`src/hdl/lift_axis_homing_supervisor_assert.svh`:
```
// Assertion macros for the lift axis homing supervisor.
// Included by the top level; needs no other file.
`ifndef LIFT_AXIS_HOMING_SUPERVISOR_ASSERT_SVH
`define LIFT_AXIS_HOMING_SUPERVISOR_ASSERT_SVH

// The consequent must hold in the same cycle as the antecedent.
`define LAHS_ASSERT_NOW(label, clk, rst, ante, cons, msg) \
   label: assert property (@(posedge clk) disable iff (rst) (ante) |-> (cons)) \
      else $error(msg);

// The consequent must hold in the cycle after the antecedent.
`define LAHS_ASSERT_NEXT(label, clk, rst, ante, cons, msg) \
   label: assert property (@(posedge clk) disable iff (rst) (ante) |=> (cons)) \
      else $error(msg);

`endif

```
`src/hdl/lahs_pkg.sv`:
```
// Shared types, codes and constants of the lift axis homing supervisor.
// Used by every module of the block; depends on nothing.
`default_nettype none

package lahs_pkg;

   // Field widths.
   localparam int ANGLE_BITS     = 24;
   localparam int DEG_PER_MM     = 18;
   localparam int HEIGHT_BITS    = 20;
   localparam int REQ_BITS       = 16;
   localparam int TOL_BITS       = 16;
   localparam int COUNT_BITS     = 8;
   localparam int MODE_BITS      = 3;
   localparam int FUNC_BITS      = 2;
   localparam int KIND_BITS      = 2;
   localparam int CSR_INDEX_BITS = 2;
   localparam int CSR_DATA_BITS  = 16;

   // Item codes.
   localparam logic [FUNC_BITS-1:0] FUNC_TICK   = 2'd0;
   localparam logic [FUNC_BITS-1:0] FUNC_ZERO   = 2'd1;
   localparam logic [FUNC_BITS-1:0] FUNC_HEIGHT = 2'd2;

   // Lift modes.
   localparam logic [MODE_BITS-1:0] MODE_UNZEROED = 3'd0;
   localparam logic [MODE_BITS-1:0] MODE_HOMING   = 3'd1;
   localparam logic [MODE_BITS-1:0] MODE_READY    = 3'd2;
   localparam logic [MODE_BITS-1:0] MODE_MOVING   = 3'd3;
   localparam logic [MODE_BITS-1:0] MODE_REACHED  = 3'd4;
   localparam logic [MODE_BITS-1:0] MODE_FAULT    = 3'd5;

   // Motor command kinds.
   localparam logic [KIND_BITS-1:0] CMD_NONE     = 2'd0;
   localparam logic [KIND_BITS-1:0] CMD_POSITION = 2'd1;
   localparam logic [KIND_BITS-1:0] CMD_SPEED    = 2'd2;

   // Register indexes.
   localparam logic [CSR_INDEX_BITS-1:0] CSR_TOLERANCE      = 2'd0;
   localparam logic [CSR_INDEX_BITS-1:0] CSR_MAX_HEIGHT     = 2'd1;
   localparam logic [CSR_INDEX_BITS-1:0] CSR_REACHED_NEEDED = 2'd2;
   localparam logic [CSR_INDEX_BITS-1:0] CSR_HOMING_LIMIT   = 2'd3;

   // Register reset values.
   localparam logic [TOL_BITS-1:0]   TOLERANCE_RESET      = 16'd32;
   localparam logic [REQ_BITS-1:0]   MAX_HEIGHT_RESET     = 16'd16000;
   localparam logic [COUNT_BITS-1:0] REACHED_NEEDED_RESET = 8'd20;
   localparam logic [COUNT_BITS-1:0] HOMING_LIMIT_RESET   = 8'd100;

   // Floor division of an angle difference by DEG_PER_MM. The difference is
   // biased by a multiple of the divisor so that it is never negative, then
   // divided exactly by a reciprocal multiply and the bias quotient removed.
   localparam int DIFF_BITS      = ANGLE_BITS + 1;
   localparam int DIV_Y_BITS     = ANGLE_BITS + 2;
   localparam int DIV_SHIFT_L    = $clog2(DEG_PER_MM);
   localparam int DIV_SHIFT      = DIV_Y_BITS + DIV_SHIFT_L;
   localparam int DIV_MULT_BITS  = DIV_Y_BITS + 1;
   localparam int DIV_PROD_BITS  = DIV_Y_BITS + DIV_MULT_BITS;
   localparam int DIV_Q_BITS     = DIV_PROD_BITS - DIV_SHIFT;
   localparam int DIV_H_BITS     = (DIV_Q_BITS + 1 > HEIGHT_BITS + 1) ?
                                   DIV_Q_BITS + 1 : HEIGHT_BITS + 1;
   localparam longint DIV_BIAS_K = ((longint'(1) << ANGLE_BITS) + DEG_PER_MM - 1)
                                   / DEG_PER_MM;
   localparam longint DIV_BIAS   = DIV_BIAS_K * DEG_PER_MM;
   localparam longint DIV_MULT   = ((longint'(1) << DIV_SHIFT) + DEG_PER_MM - 1)
                                   / DEG_PER_MM;

   // Width of the position command before saturation.
   localparam int DEG_BITS = $clog2(DEG_PER_MM + 1);
   localparam int CMD_W    = ((REQ_BITS + DEG_BITS > ANGLE_BITS) ?
                              REQ_BITS + DEG_BITS : ANGLE_BITS) + 2;

   typedef struct packed {
      logic [FUNC_BITS-1:0]         func;
      logic [REQ_BITS-1:0]          height_request;
      logic signed [ANGLE_BITS-1:0] motor_angle;
      logic                         motor_ok;
   } lahs_req_type;

   typedef struct packed {
      logic [MODE_BITS-1:0]          mode;
      logic [KIND_BITS-1:0]          cmd_kind;
      logic signed [ANGLE_BITS-1:0]  cmd_angle;
      logic signed [HEIGHT_BITS-1:0] height_now;
      logic                          request_taken;
   } lahs_rsp_type;

   typedef struct packed {
      logic [TOL_BITS-1:0]   tolerance;
      logic [REQ_BITS-1:0]   max_height;
      logic [COUNT_BITS-1:0] reached_needed;
      logic [COUNT_BITS-1:0] homing_limit;
   } lahs_cfg_type;

endpackage

`default_nettype wire

```
`src/hdl/lahs_height_div.sv`:
```
// Converts a motor angle into a saturated lift height by floor division.
// Depends on lahs_pkg for widths and the reciprocal constants.
`default_nettype none

module lahs_height_div
   import lahs_pkg::*;
(
   input  wire logic signed [ANGLE_BITS-1:0]  motor_angle,
   input  wire logic signed [ANGLE_BITS-1:0]  zero_offset,
   output      logic signed [HEIGHT_BITS-1:0] height
);

   localparam logic [DIV_Y_BITS-1:0]    BIAS_Y = DIV_Y_BITS'(DIV_BIAS);
   localparam logic [DIV_MULT_BITS-1:0] MULT   = DIV_MULT_BITS'(DIV_MULT);
   localparam logic [DIV_H_BITS-1:0]    BIAS_Q = DIV_H_BITS'(DIV_BIAS_K);

   logic signed [DIFF_BITS-1:0] angle_diff;
   logic [DIV_Y_BITS-1:0]       biased;
   logic [DIV_PROD_BITS-1:0]    prod;
   logic [DIV_Q_BITS-1:0]       quot;
   logic [DIV_H_BITS-1:0]       wide_height;
   logic                        in_range;

   always_comb begin
      angle_diff  = DIFF_BITS'(motor_angle) - DIFF_BITS'(zero_offset);
      // The bias keeps the dividend positive; the sum wraps into range.
      biased      = DIV_Y_BITS'(angle_diff) + BIAS_Y;
      prod        = DIV_PROD_BITS'(biased) * DIV_PROD_BITS'(MULT);
      quot        = prod[DIV_PROD_BITS-1:DIV_SHIFT];
      wide_height = DIV_H_BITS'(quot) - BIAS_Q;
      in_range    = (&wide_height[DIV_H_BITS-1:HEIGHT_BITS-1]) ||
                    (~|wide_height[DIV_H_BITS-1:HEIGHT_BITS-1]);
      if (in_range) begin
         height = wide_height[HEIGHT_BITS-1:0];
      end else if (wide_height[DIV_H_BITS-1]) begin
         height = {1'b1, {(HEIGHT_BITS-1){1'b0}}};
      end else begin
         height = {1'b0, {(HEIGHT_BITS-1){1'b1}}};
      end
   end

endmodule

`default_nettype wire

```
`src/hdl/lahs_cfg_regs.sv`:
```
// Configuration registers of the lift axis homing supervisor.
// Depends on lahs_pkg for the register indexes, reset values and struct.
`default_nettype none

module lahs_cfg_regs
   import lahs_pkg::*;
(
   input  wire logic                      clock,
   input  wire logic                      reset,
   input  wire logic                      csr_we,
   input  wire logic [CSR_INDEX_BITS-1:0] csr_index,
   input  wire logic [CSR_DATA_BITS-1:0]  csr_wdata,
   output      lahs_cfg_type              cfg
);

   lahs_cfg_type cfg_ff;
   lahs_cfg_type cfg_in;

   always_comb begin
      cfg_in = cfg_ff;
      if (csr_we) begin
         case (csr_index)
            CSR_TOLERANCE: begin
               cfg_in.tolerance = csr_wdata[TOL_BITS-1:0];
            end
            CSR_MAX_HEIGHT: begin
               cfg_in.max_height = csr_wdata[REQ_BITS-1:0];
            end
            CSR_REACHED_NEEDED: begin
               cfg_in.reached_needed = csr_wdata[COUNT_BITS-1:0];
            end
            CSR_HOMING_LIMIT: begin
               cfg_in.homing_limit = csr_wdata[COUNT_BITS-1:0];
            end
            default: begin
               cfg_in = cfg_ff;
            end
         endcase
      end
   end

   always_ff @(posedge clock) begin
      if (reset) begin
         cfg_ff.tolerance      <= TOLERANCE_RESET;
         cfg_ff.max_height     <= MAX_HEIGHT_RESET;
         cfg_ff.reached_needed <= REACHED_NEEDED_RESET;
         cfg_ff.homing_limit   <= HOMING_LIMIT_RESET;
      end else begin
         cfg_ff <= cfg_in;
      end
   end

   assign cfg = cfg_ff;

endmodule

`default_nettype wire

```
`src/hdl/lahs_mode_ctrl.sv`:
```
// Mode sequencer of the lift axis homing supervisor: state registers and the
// per-item update. Depends on lahs_pkg and instantiates lahs_height_div.
`default_nettype none

module lahs_mode_ctrl
   import lahs_pkg::*;
(
   input  wire logic         clock,
   input  wire logic         reset,
   input  wire logic         fire,
   input  wire lahs_req_type req,
   input  wire lahs_cfg_type cfg,
   output      lahs_rsp_type rsp_next
);

   localparam int BAND_W = HEIGHT_BITS + 1;

   logic [MODE_BITS-1:0]          mode_ff, mode_in;
   logic [COUNT_BITS-1:0]         in_band_count_ff, in_band_count_in;
   logic [COUNT_BITS-1:0]         homing_ticks_ff, homing_ticks_in;
   logic [REQ_BITS-1:0]           goal_height_ff, goal_height_in;
   logic signed [HEIGHT_BITS-1:0] current_height_ff, current_height_in;
   logic signed [ANGLE_BITS-1:0]  zero_offset_ff, zero_offset_in;

   logic signed [HEIGHT_BITS-1:0] height_calc;
   logic [BAND_W-1:0]             band_diff;
   logic [BAND_W-1:0]             band_dist;
   logic                          in_band;
   logic [COUNT_BITS-1:0]         ticks_inc;
   logic [COUNT_BITS-1:0]         count_next;
   logic [CMD_W-1:0]              cmd_wide;
   logic signed [ANGLE_BITS-1:0]  cmd_sat;
   logic                          cmd_in_range;
   logic                          angle_nonpos;
   logic [KIND_BITS-1:0]          kind;
   logic signed [ANGLE_BITS-1:0]  cmd;
   logic                          taken;

   lahs_height_div u_height_div (
      .motor_angle (req.motor_angle),
      .zero_offset (zero_offset_ff),
      .height      (height_calc)
   );

   // Position command for a height request, saturated to the angle range.
   always_comb begin
      cmd_wide = CMD_W'(req.height_request) * CMD_W'(DEG_PER_MM)
                 + CMD_W'(zero_offset_ff);
      cmd_in_range = (&cmd_wide[CMD_W-1:ANGLE_BITS-1]) ||
                     (~|cmd_wide[CMD_W-1:ANGLE_BITS-1]);
      if (cmd_in_range) begin
         cmd_sat = cmd_wide[ANGLE_BITS-1:0];
      end else if (cmd_wide[CMD_W-1]) begin
         cmd_sat = {1'b1, {(ANGLE_BITS-1){1'b0}}};
      end else begin
         cmd_sat = {1'b0, {(ANGLE_BITS-1){1'b1}}};
      end
   end

   // In-position test against the freshly computed height.
   always_comb begin
      band_diff = BAND_W'(height_calc) - BAND_W'(goal_height_ff);
      band_dist = band_diff[BAND_W-1] ? (~band_diff + BAND_W'(1)) : band_diff;
      in_band   = band_dist <= BAND_W'(cfg.tolerance);
      if (!in_band) begin
         count_next = '0;
      end else if (in_band_count_ff < cfg.reached_needed) begin
         count_next = in_band_count_ff + COUNT_BITS'(1);
      end else begin
         count_next = in_band_count_ff;
      end
      ticks_inc = (&homing_ticks_ff) ? homing_ticks_ff
                                     : homing_ticks_ff + COUNT_BITS'(1);
      angle_nonpos = req.motor_angle[ANGLE_BITS-1] || (req.motor_angle == '0);
   end

   always_comb begin
      mode_in           = mode_ff;
      in_band_count_in  = in_band_count_ff;
      homing_ticks_in   = homing_ticks_ff;
      goal_height_in    = goal_height_ff;
      current_height_in = current_height_ff;
      zero_offset_in    = zero_offset_ff;
      kind              = CMD_NONE;
      cmd               = '0;
      taken             = 1'b0;
      case (req.func)
         FUNC_TICK: begin
            if (mode_ff != MODE_UNZEROED && mode_ff != MODE_HOMING) begin
               current_height_in = height_calc;
            end
            case (mode_ff)
               MODE_HOMING: begin
                  if (angle_nonpos) begin
                     // The home switch position becomes the new zero.
                     zero_offset_in    = req.motor_angle;
                     kind              = CMD_POSITION;
                     cmd               = req.motor_angle;
                     goal_height_in    = '0;
                     current_height_in = '0;
                     homing_ticks_in   = '0;
                     mode_in           = MODE_READY;
                  end else begin
                     homing_ticks_in = ticks_inc;
                     if (ticks_inc >= cfg.homing_limit) begin
                        kind    = CMD_POSITION;
                        cmd     = req.motor_angle;
                        mode_in = MODE_FAULT;
                     end
                  end
               end
               MODE_MOVING: begin
                  in_band_count_in = count_next;
                  if (count_next >= cfg.reached_needed) begin
                     mode_in = MODE_REACHED;
                  end
               end
               default: begin
                  mode_in = mode_ff;
               end
            endcase
         end
         FUNC_ZERO: begin
            if (mode_ff == MODE_UNZEROED) begin
               mode_in         = MODE_HOMING;
               homing_ticks_in = '0;
               kind            = CMD_SPEED;
            end
         end
         FUNC_HEIGHT: begin
            if ((mode_ff == MODE_READY || mode_ff == MODE_REACHED) &&
                req.height_request <= cfg.max_height) begin
               in_band_count_in = '0;
               kind             = CMD_POSITION;
               cmd              = cmd_sat;
               if (req.motor_ok) begin
                  goal_height_in = req.height_request;
                  mode_in        = MODE_MOVING;
                  taken          = 1'b1;
               end
            end
         end
         default: begin
            kind = CMD_NONE;
         end
      endcase

      rsp_next.mode          = mode_in;
      rsp_next.cmd_kind      = kind;
      rsp_next.cmd_angle     = cmd;
      rsp_next.height_now    = current_height_in;
      rsp_next.request_taken = taken;
   end

   always_ff @(posedge clock) begin
      if (reset) begin
         mode_ff           <= MODE_UNZEROED;
         in_band_count_ff  <= '0;
         homing_ticks_ff   <= '0;
         goal_height_ff    <= '0;
         current_height_ff <= '0;
         zero_offset_ff    <= '0;
      end else if (fire) begin
         mode_ff           <= mode_in;
         in_band_count_ff  <= in_band_count_in;
         homing_ticks_ff   <= homing_ticks_in;
         goal_height_ff    <= goal_height_in;
         current_height_ff <= current_height_in;
         zero_offset_ff    <= zero_offset_in;
      end
   end

endmodule

`default_nettype wire

```
`src/hdl/lift_axis_homing_supervisor.sv`:
```
// Lift axis homing and in-position supervisor, top level. Depends on lahs_pkg,
// lahs_cfg_regs, lahs_mode_ctrl and lift_axis_homing_supervisor_assert.svh.
//
// Each item on the req_ channel is a control tick, a zero command or a height
// request, and each one yields exactly one item on the rsp_ channel carrying
// the mode after the item, the motor command it causes and the current height.
// Both channels use valid and stall: an item moves on a rising edge with valid
// high and stall low. The csr_ port writes one of four registers whenever
// csr_we is high; it is meant to be used while no item is in flight.
//
// An item accepted into the input register is evaluated by the mode sequencer
// and the constant reciprocal divider, and its result is registered in the
// result register, which drives rsp_valid. One item per cycle is sustained
// while rsp_stall is low. The divider uses a single multiply.
// When rsp_stall is held, the result register keeps its item, the input
// register keeps one more item, and req_stall rises after that.
// A synchronous reset empties both registers, puts the lift in the unzeroed
// mode with zero offset and height, and reloads the register defaults.
`default_nettype none
`include "lift_axis_homing_supervisor_assert.svh"

module lift_axis_homing_supervisor
   import lahs_pkg::*;
(
   input  wire logic                      clock,
   input  wire logic                      reset,
   input  wire logic                      req_valid,
   output      logic                      req_stall,
   input  wire lahs_req_type              req_data,
   output      logic                      rsp_valid,
   input  wire logic                      rsp_stall,
   output      lahs_rsp_type              rsp_data,
   input  wire logic                      csr_we,
   input  wire logic [CSR_INDEX_BITS-1:0] csr_index,
   input  wire logic [CSR_DATA_BITS-1:0]  csr_wdata
);

   logic         in_valid_ff, in_valid_in;
   lahs_req_type in_data_ff;
   logic         rsp_valid_ff, rsp_valid_in;
   lahs_rsp_type rsp_data_ff;
   lahs_rsp_type rsp_next;
   lahs_cfg_type cfg;
   logic         fire;
   logic         accept;

   lahs_cfg_regs u_cfg_regs (
      .clock     (clock),
      .reset     (reset),
      .csr_we    (csr_we),
      .csr_index (csr_index),
      .csr_wdata (csr_wdata),
      .cfg       (cfg)
   );

   lahs_mode_ctrl u_mode_ctrl (
      .clock    (clock),
      .reset    (reset),
      .fire     (fire),
      .req      (in_data_ff),
      .cfg      (cfg),
      .rsp_next (rsp_next)
   );

   // The held item is evaluated whenever the result register is free or is
   // being emptied in the same cycle; the input register then takes a new
   // item at that same edge.
   always_comb begin
      fire         = in_valid_ff && (!rsp_valid_ff || !rsp_stall);
      req_stall    = in_valid_ff && !fire;
      accept       = req_valid && !req_stall;
      in_valid_in  = accept || (in_valid_ff && !fire);
      rsp_valid_in = fire || (rsp_valid_ff && rsp_stall);
   end

   always_ff @(posedge clock) begin
      if (reset) begin
         in_valid_ff  <= 1'b0;
         rsp_valid_ff <= 1'b0;
      end else begin
         in_valid_ff  <= in_valid_in;
         rsp_valid_ff <= rsp_valid_in;
      end
   end

   always_ff @(posedge clock) begin
      if (accept) begin
         in_data_ff <= req_data;
      end
      if (fire) begin
         rsp_data_ff <= rsp_next;
      end
   end

   assign rsp_valid = rsp_valid_ff;
   assign rsp_data  = rsp_data_ff;

   // A taken height request always commands a position and enters moving.
   `LAHS_ASSERT_NOW(a_taken_moving, clock, reset,
      rsp_valid_ff && rsp_data_ff.request_taken,
      rsp_data_ff.mode == MODE_MOVING && rsp_data_ff.cmd_kind == CMD_POSITION,
      "taken request without move")
   // The speed command is only issued on the way into homing.
   `LAHS_ASSERT_NOW(a_speed_homing, clock, reset,
      rsp_valid_ff && rsp_data_ff.cmd_kind == CMD_SPEED,
      rsp_data_ff.mode == MODE_HOMING && rsp_data_ff.cmd_angle == '0,
      "speed command outside homing")
   // An evaluated item always lands in the result register.
   `LAHS_ASSERT_NEXT(a_fire_result, clock, reset, fire, rsp_valid_ff, "evaluated item lost")
   // The input register only holds back while the result side is stalled.
   `LAHS_ASSERT_NOW(a_hold_reason, clock, reset, in_valid_ff && !fire,
      rsp_valid_ff && rsp_stall, "input held without stall")

endmodule

`default_nettype wire
```
`config.mk`:
```
export PLATFORM = sky130hd
export DESIGN_NAME = lift_axis_homing_supervisor
export DESIGN_NICKNAME = d
export VERILOG_FILES = /design/src/hdl/lahs_pkg.sv /design/src/hdl/lahs_height_div.sv /design/src/hdl/lahs_cfg_regs.sv /design/src/hdl/lahs_mode_ctrl.sv /design/src/hdl/lift_axis_homing_supervisor.sv
export VERILOG_INCLUDE_DIRS = /design/src /design/src/hdl
export SDC_FILE = /design/constraint.sdc
export NUM_CORES = 1
export LEC_CHECK = 0
export BUFFER_PORTS_ARGS = -buffer_cell sky130_fd_sc_hd__clkbuf_2
export CORE_ASPECT_RATIO = 1.5
export CORE_MARGIN = 8
export CORE_UTILIZATION = 50
export CTS_CLUSTER_SIZE = 10
export DETAILED_ROUTE_END_ITERATION = 12
export GPL_TIMING_DRIVEN = 0
export PLACE_DENSITY = 0.67
export SYNTH_ARGS = -nofsm -noshare
export SYNTH_HDL_FRONTEND = slang
export SYNTH_SLANG_ARGS = --single-unit
```
`constraint.sdc`:
```
create_clock -name clock -period 21.5 [get_ports clock]
set_input_delay 2.15 -clock clock [delete_from_list [all_inputs] [get_ports clock]]
set_output_delay 2.15 -clock clock [all_outputs]
set_load 0.005 [all_outputs]
```
==> metrics.cfg <==
[floorplanning]
io_pins=118
fp.coreArea_um2=48400
die_h_um=286
row_count=99
start_util_pct=50.3
die_w_um=196
die_area_um2=56200

[global_route]
overflow=0
grt_usage_pct=25.6
grt_pass1_vias=21453
grt_max_degree=37
grt_first_pass_wirelength_um=114000
antenna_found_initial=0

[routing]
drt_iter0_drc=1054
ant_nets=0
wl_per_cell_um=19.8
drt_wl_total_um=72600
first_pass_iters=5
vias_per_cell=5.67
drcViolationCount=0
vias=20764

[setup_path]
crit_type=reg2reg
required_ns=21.84
start_kind=flip-flop
arrival_ns=20.67
crit_path_top_delay_cell=fa_1
end_kind=flip-flop
path_max_fanout=10
slowest_delay_ns=0.55

[sta]
skew_ns=0.0374
period_minus_slack_ns=20.33
setup_ws_ns=1.17
final.period_utilization_pct=94.6
drv_slew=0
rsz0062_at_grt=no
fmax_ghz=0.0492
hold_violations=0
tightest_slew_ns=0.989
setup_viol_count_final=0
maxSlewHeadroom_pct=33.7

[clocking]
cts.sinks=222
cts_tree=built
cts-root-buf=clkbuf_16
insertion_delay_ns=0.57
clk_pin_slew_ns=0.06
cts_buffers=26
postCtsHoldBufs=0
htree_num_levels=1
clock_path_buffers=3

[run]
cap_violations=0

[logic_synthesis]
ys_warn_count=0
synth_top_area_share_pct=18.9
synthesis.area_um2=24400
ys.flop_type=dfxtp_1
syn_area_per_cell_um2=8.62
netlist_instances=2826
seq_area_frac_synth_pct=22.1
synth-edff-count=93
synthTopCellsByArea=ha_1, fa_1, edfxtp_1, dfxtp_1, inv_1
synth_top_area_cell=ha_1
ys_async_sr_fraction_pct=0
ys_ff_latch=222
synth_cell_types=97
syn-num-nets=3427

[layout]
area_growth_pct=11.1
final_common_cell=inv_1
post-route-util_pct=55.9
nFillCells=4506
drive_above_1_share_pct=8.99
final_cell_mix=inv_1, ha_1, nand2_1
fin_nets=3586

[placed_design]
place_ws_ns=-0.615
portBuffers=116
dp_hpwl_um=61900
gp_congestion=0.980

[min_path]
min_path_type=reg2reg

[run_status]
status=complete, no violations

metrics by stage:
| stage | cell area (µm²) | hold slack, ns | std cells | setup TNS (ns) |
|---|---|---|---|---|
| finish | 27100 | 0.454 | 3660 | 0 |
| global route | 27100 | 0.469 | 3659 | 0 |
| CTS | 26600 | 0.456 | 3647 | 0 |
| detailed placement | 25800 | 0.448 | 3601 | -2.83 |
| global placement | 25800 | 0.446 | 3598 | -1.08 |
| floorplan | 24400 | 0.436 | 2826 | 0 |
layout make-up:
cell class	count	area, µm²	area share (%)
diodes	1	2.50	0.00924
plain buffers	62	251	0.929
clock buffers	45	764	2.82
clock inverters	1	30.0	0.111
inverters	409	1540	5.68
multi-input cells	2132	17600	64.9
flip-flops and latches	222	5380	19.9
well taps	656	821	3.03
repair buffers	132	723	2.67
Yosys cell counts (all sizes together), types with 25 or more instances:
library cell,number
nor2,179
nor3,46
nor2b,30
xor2,55
o211ai,25
o21a,27
a21o,41
dfxtp,129
nand2,306
ha,368
nand2b,30
a21oi,225
clkbuf,54
and2,25
fa,167
nand3,55
inv,407
o21ai,147
nand4,34
edfxtp,93
xnor2,78
path summary, 6_finish.rpt:
check,depth (start not counted),end,slack (ns),start
setup / recovery,96,rsp_data[47]$_DFFE_PP_,1.17,in_data_ff[1]$_DFFE_PP_
hold reg to reg,2,u_cfg_regs.cfg[22]$_SDFFE_PP0P_,0.45,u_cfg_regs.cfg[22]$_SDFFE_PP0P_
hold / removal,2,u_cfg_regs.cfg[22]$_SDFFE_PP0P_,0.45,u_cfg_regs.cfg[22]$_SDFFE_PP0P_
setup reg to reg,96,rsp_data[47]$_DFFE_PP_,1.17,in_data_ff[1]$_DFFE_PP_
state kept, by name, indices dropped and copies added, names as in the netlist:
register                       cells
in_data_ff                        43
u_cfg_regs.cfg                    48
rsp_data                          50
u_mode_ctrl.in_band_count_ff       8
u_mode_ctrl.homing_ticks_ff        8
in_valid_ff                        1
rsp_valid                          1
u_mode_ctrl.mode_ff                3
u_mode_ctrl.current_height_ff     20
u_mode_ctrl.goal_height_ff        16
u_mode_ctrl.zero_offset_ff        24
worst max-delay path, delay by kind of cell, from the launching register on:
family	cells	cell delay [ns]
simple gates	32	5.48
compound gates	36	6.84
buf+inv	11	1.20
fa+ha+maj	14	5.26
flops	1	0.44
xor+xnor	3	0.83
cells by family after synthesis:
family	count (synthesis)	share of synthesized area [%]
buffers and inverters	472	7.34
multiplexers	17	0.786
AND/OR/NAND/NOR	824	16.2
AO/OA/AOI/OAI	622	16.1
XOR/XNOR	133	4.78
flip-flops	222	22.1
adder cells (fa/ha/maj)	536	32.7
layer usage:
layer | track usage [%] | part of all wire, % | vias up
met5 | 0 | 0 | -
met4 | 15.4 | 6.6 | 0
met3 | 2.04 | 3.6 | 211
met2 | 49.7 | 54 | 607
met1 | 26.2 | 36 | 9929
li1 | - | - | 10017
repair_timing:
item / 4_1_cts / 5_1_grt
pin swaps: 0 / 7
endpoints found under the setup margin: 6 / 6
buffers inserted: 0 / 13
resized for setup: 6 / 60
Power is left out: the tool's default activity adds up to more than one toggle a clock period on the data nets, which glitch-free logic cannot reach.
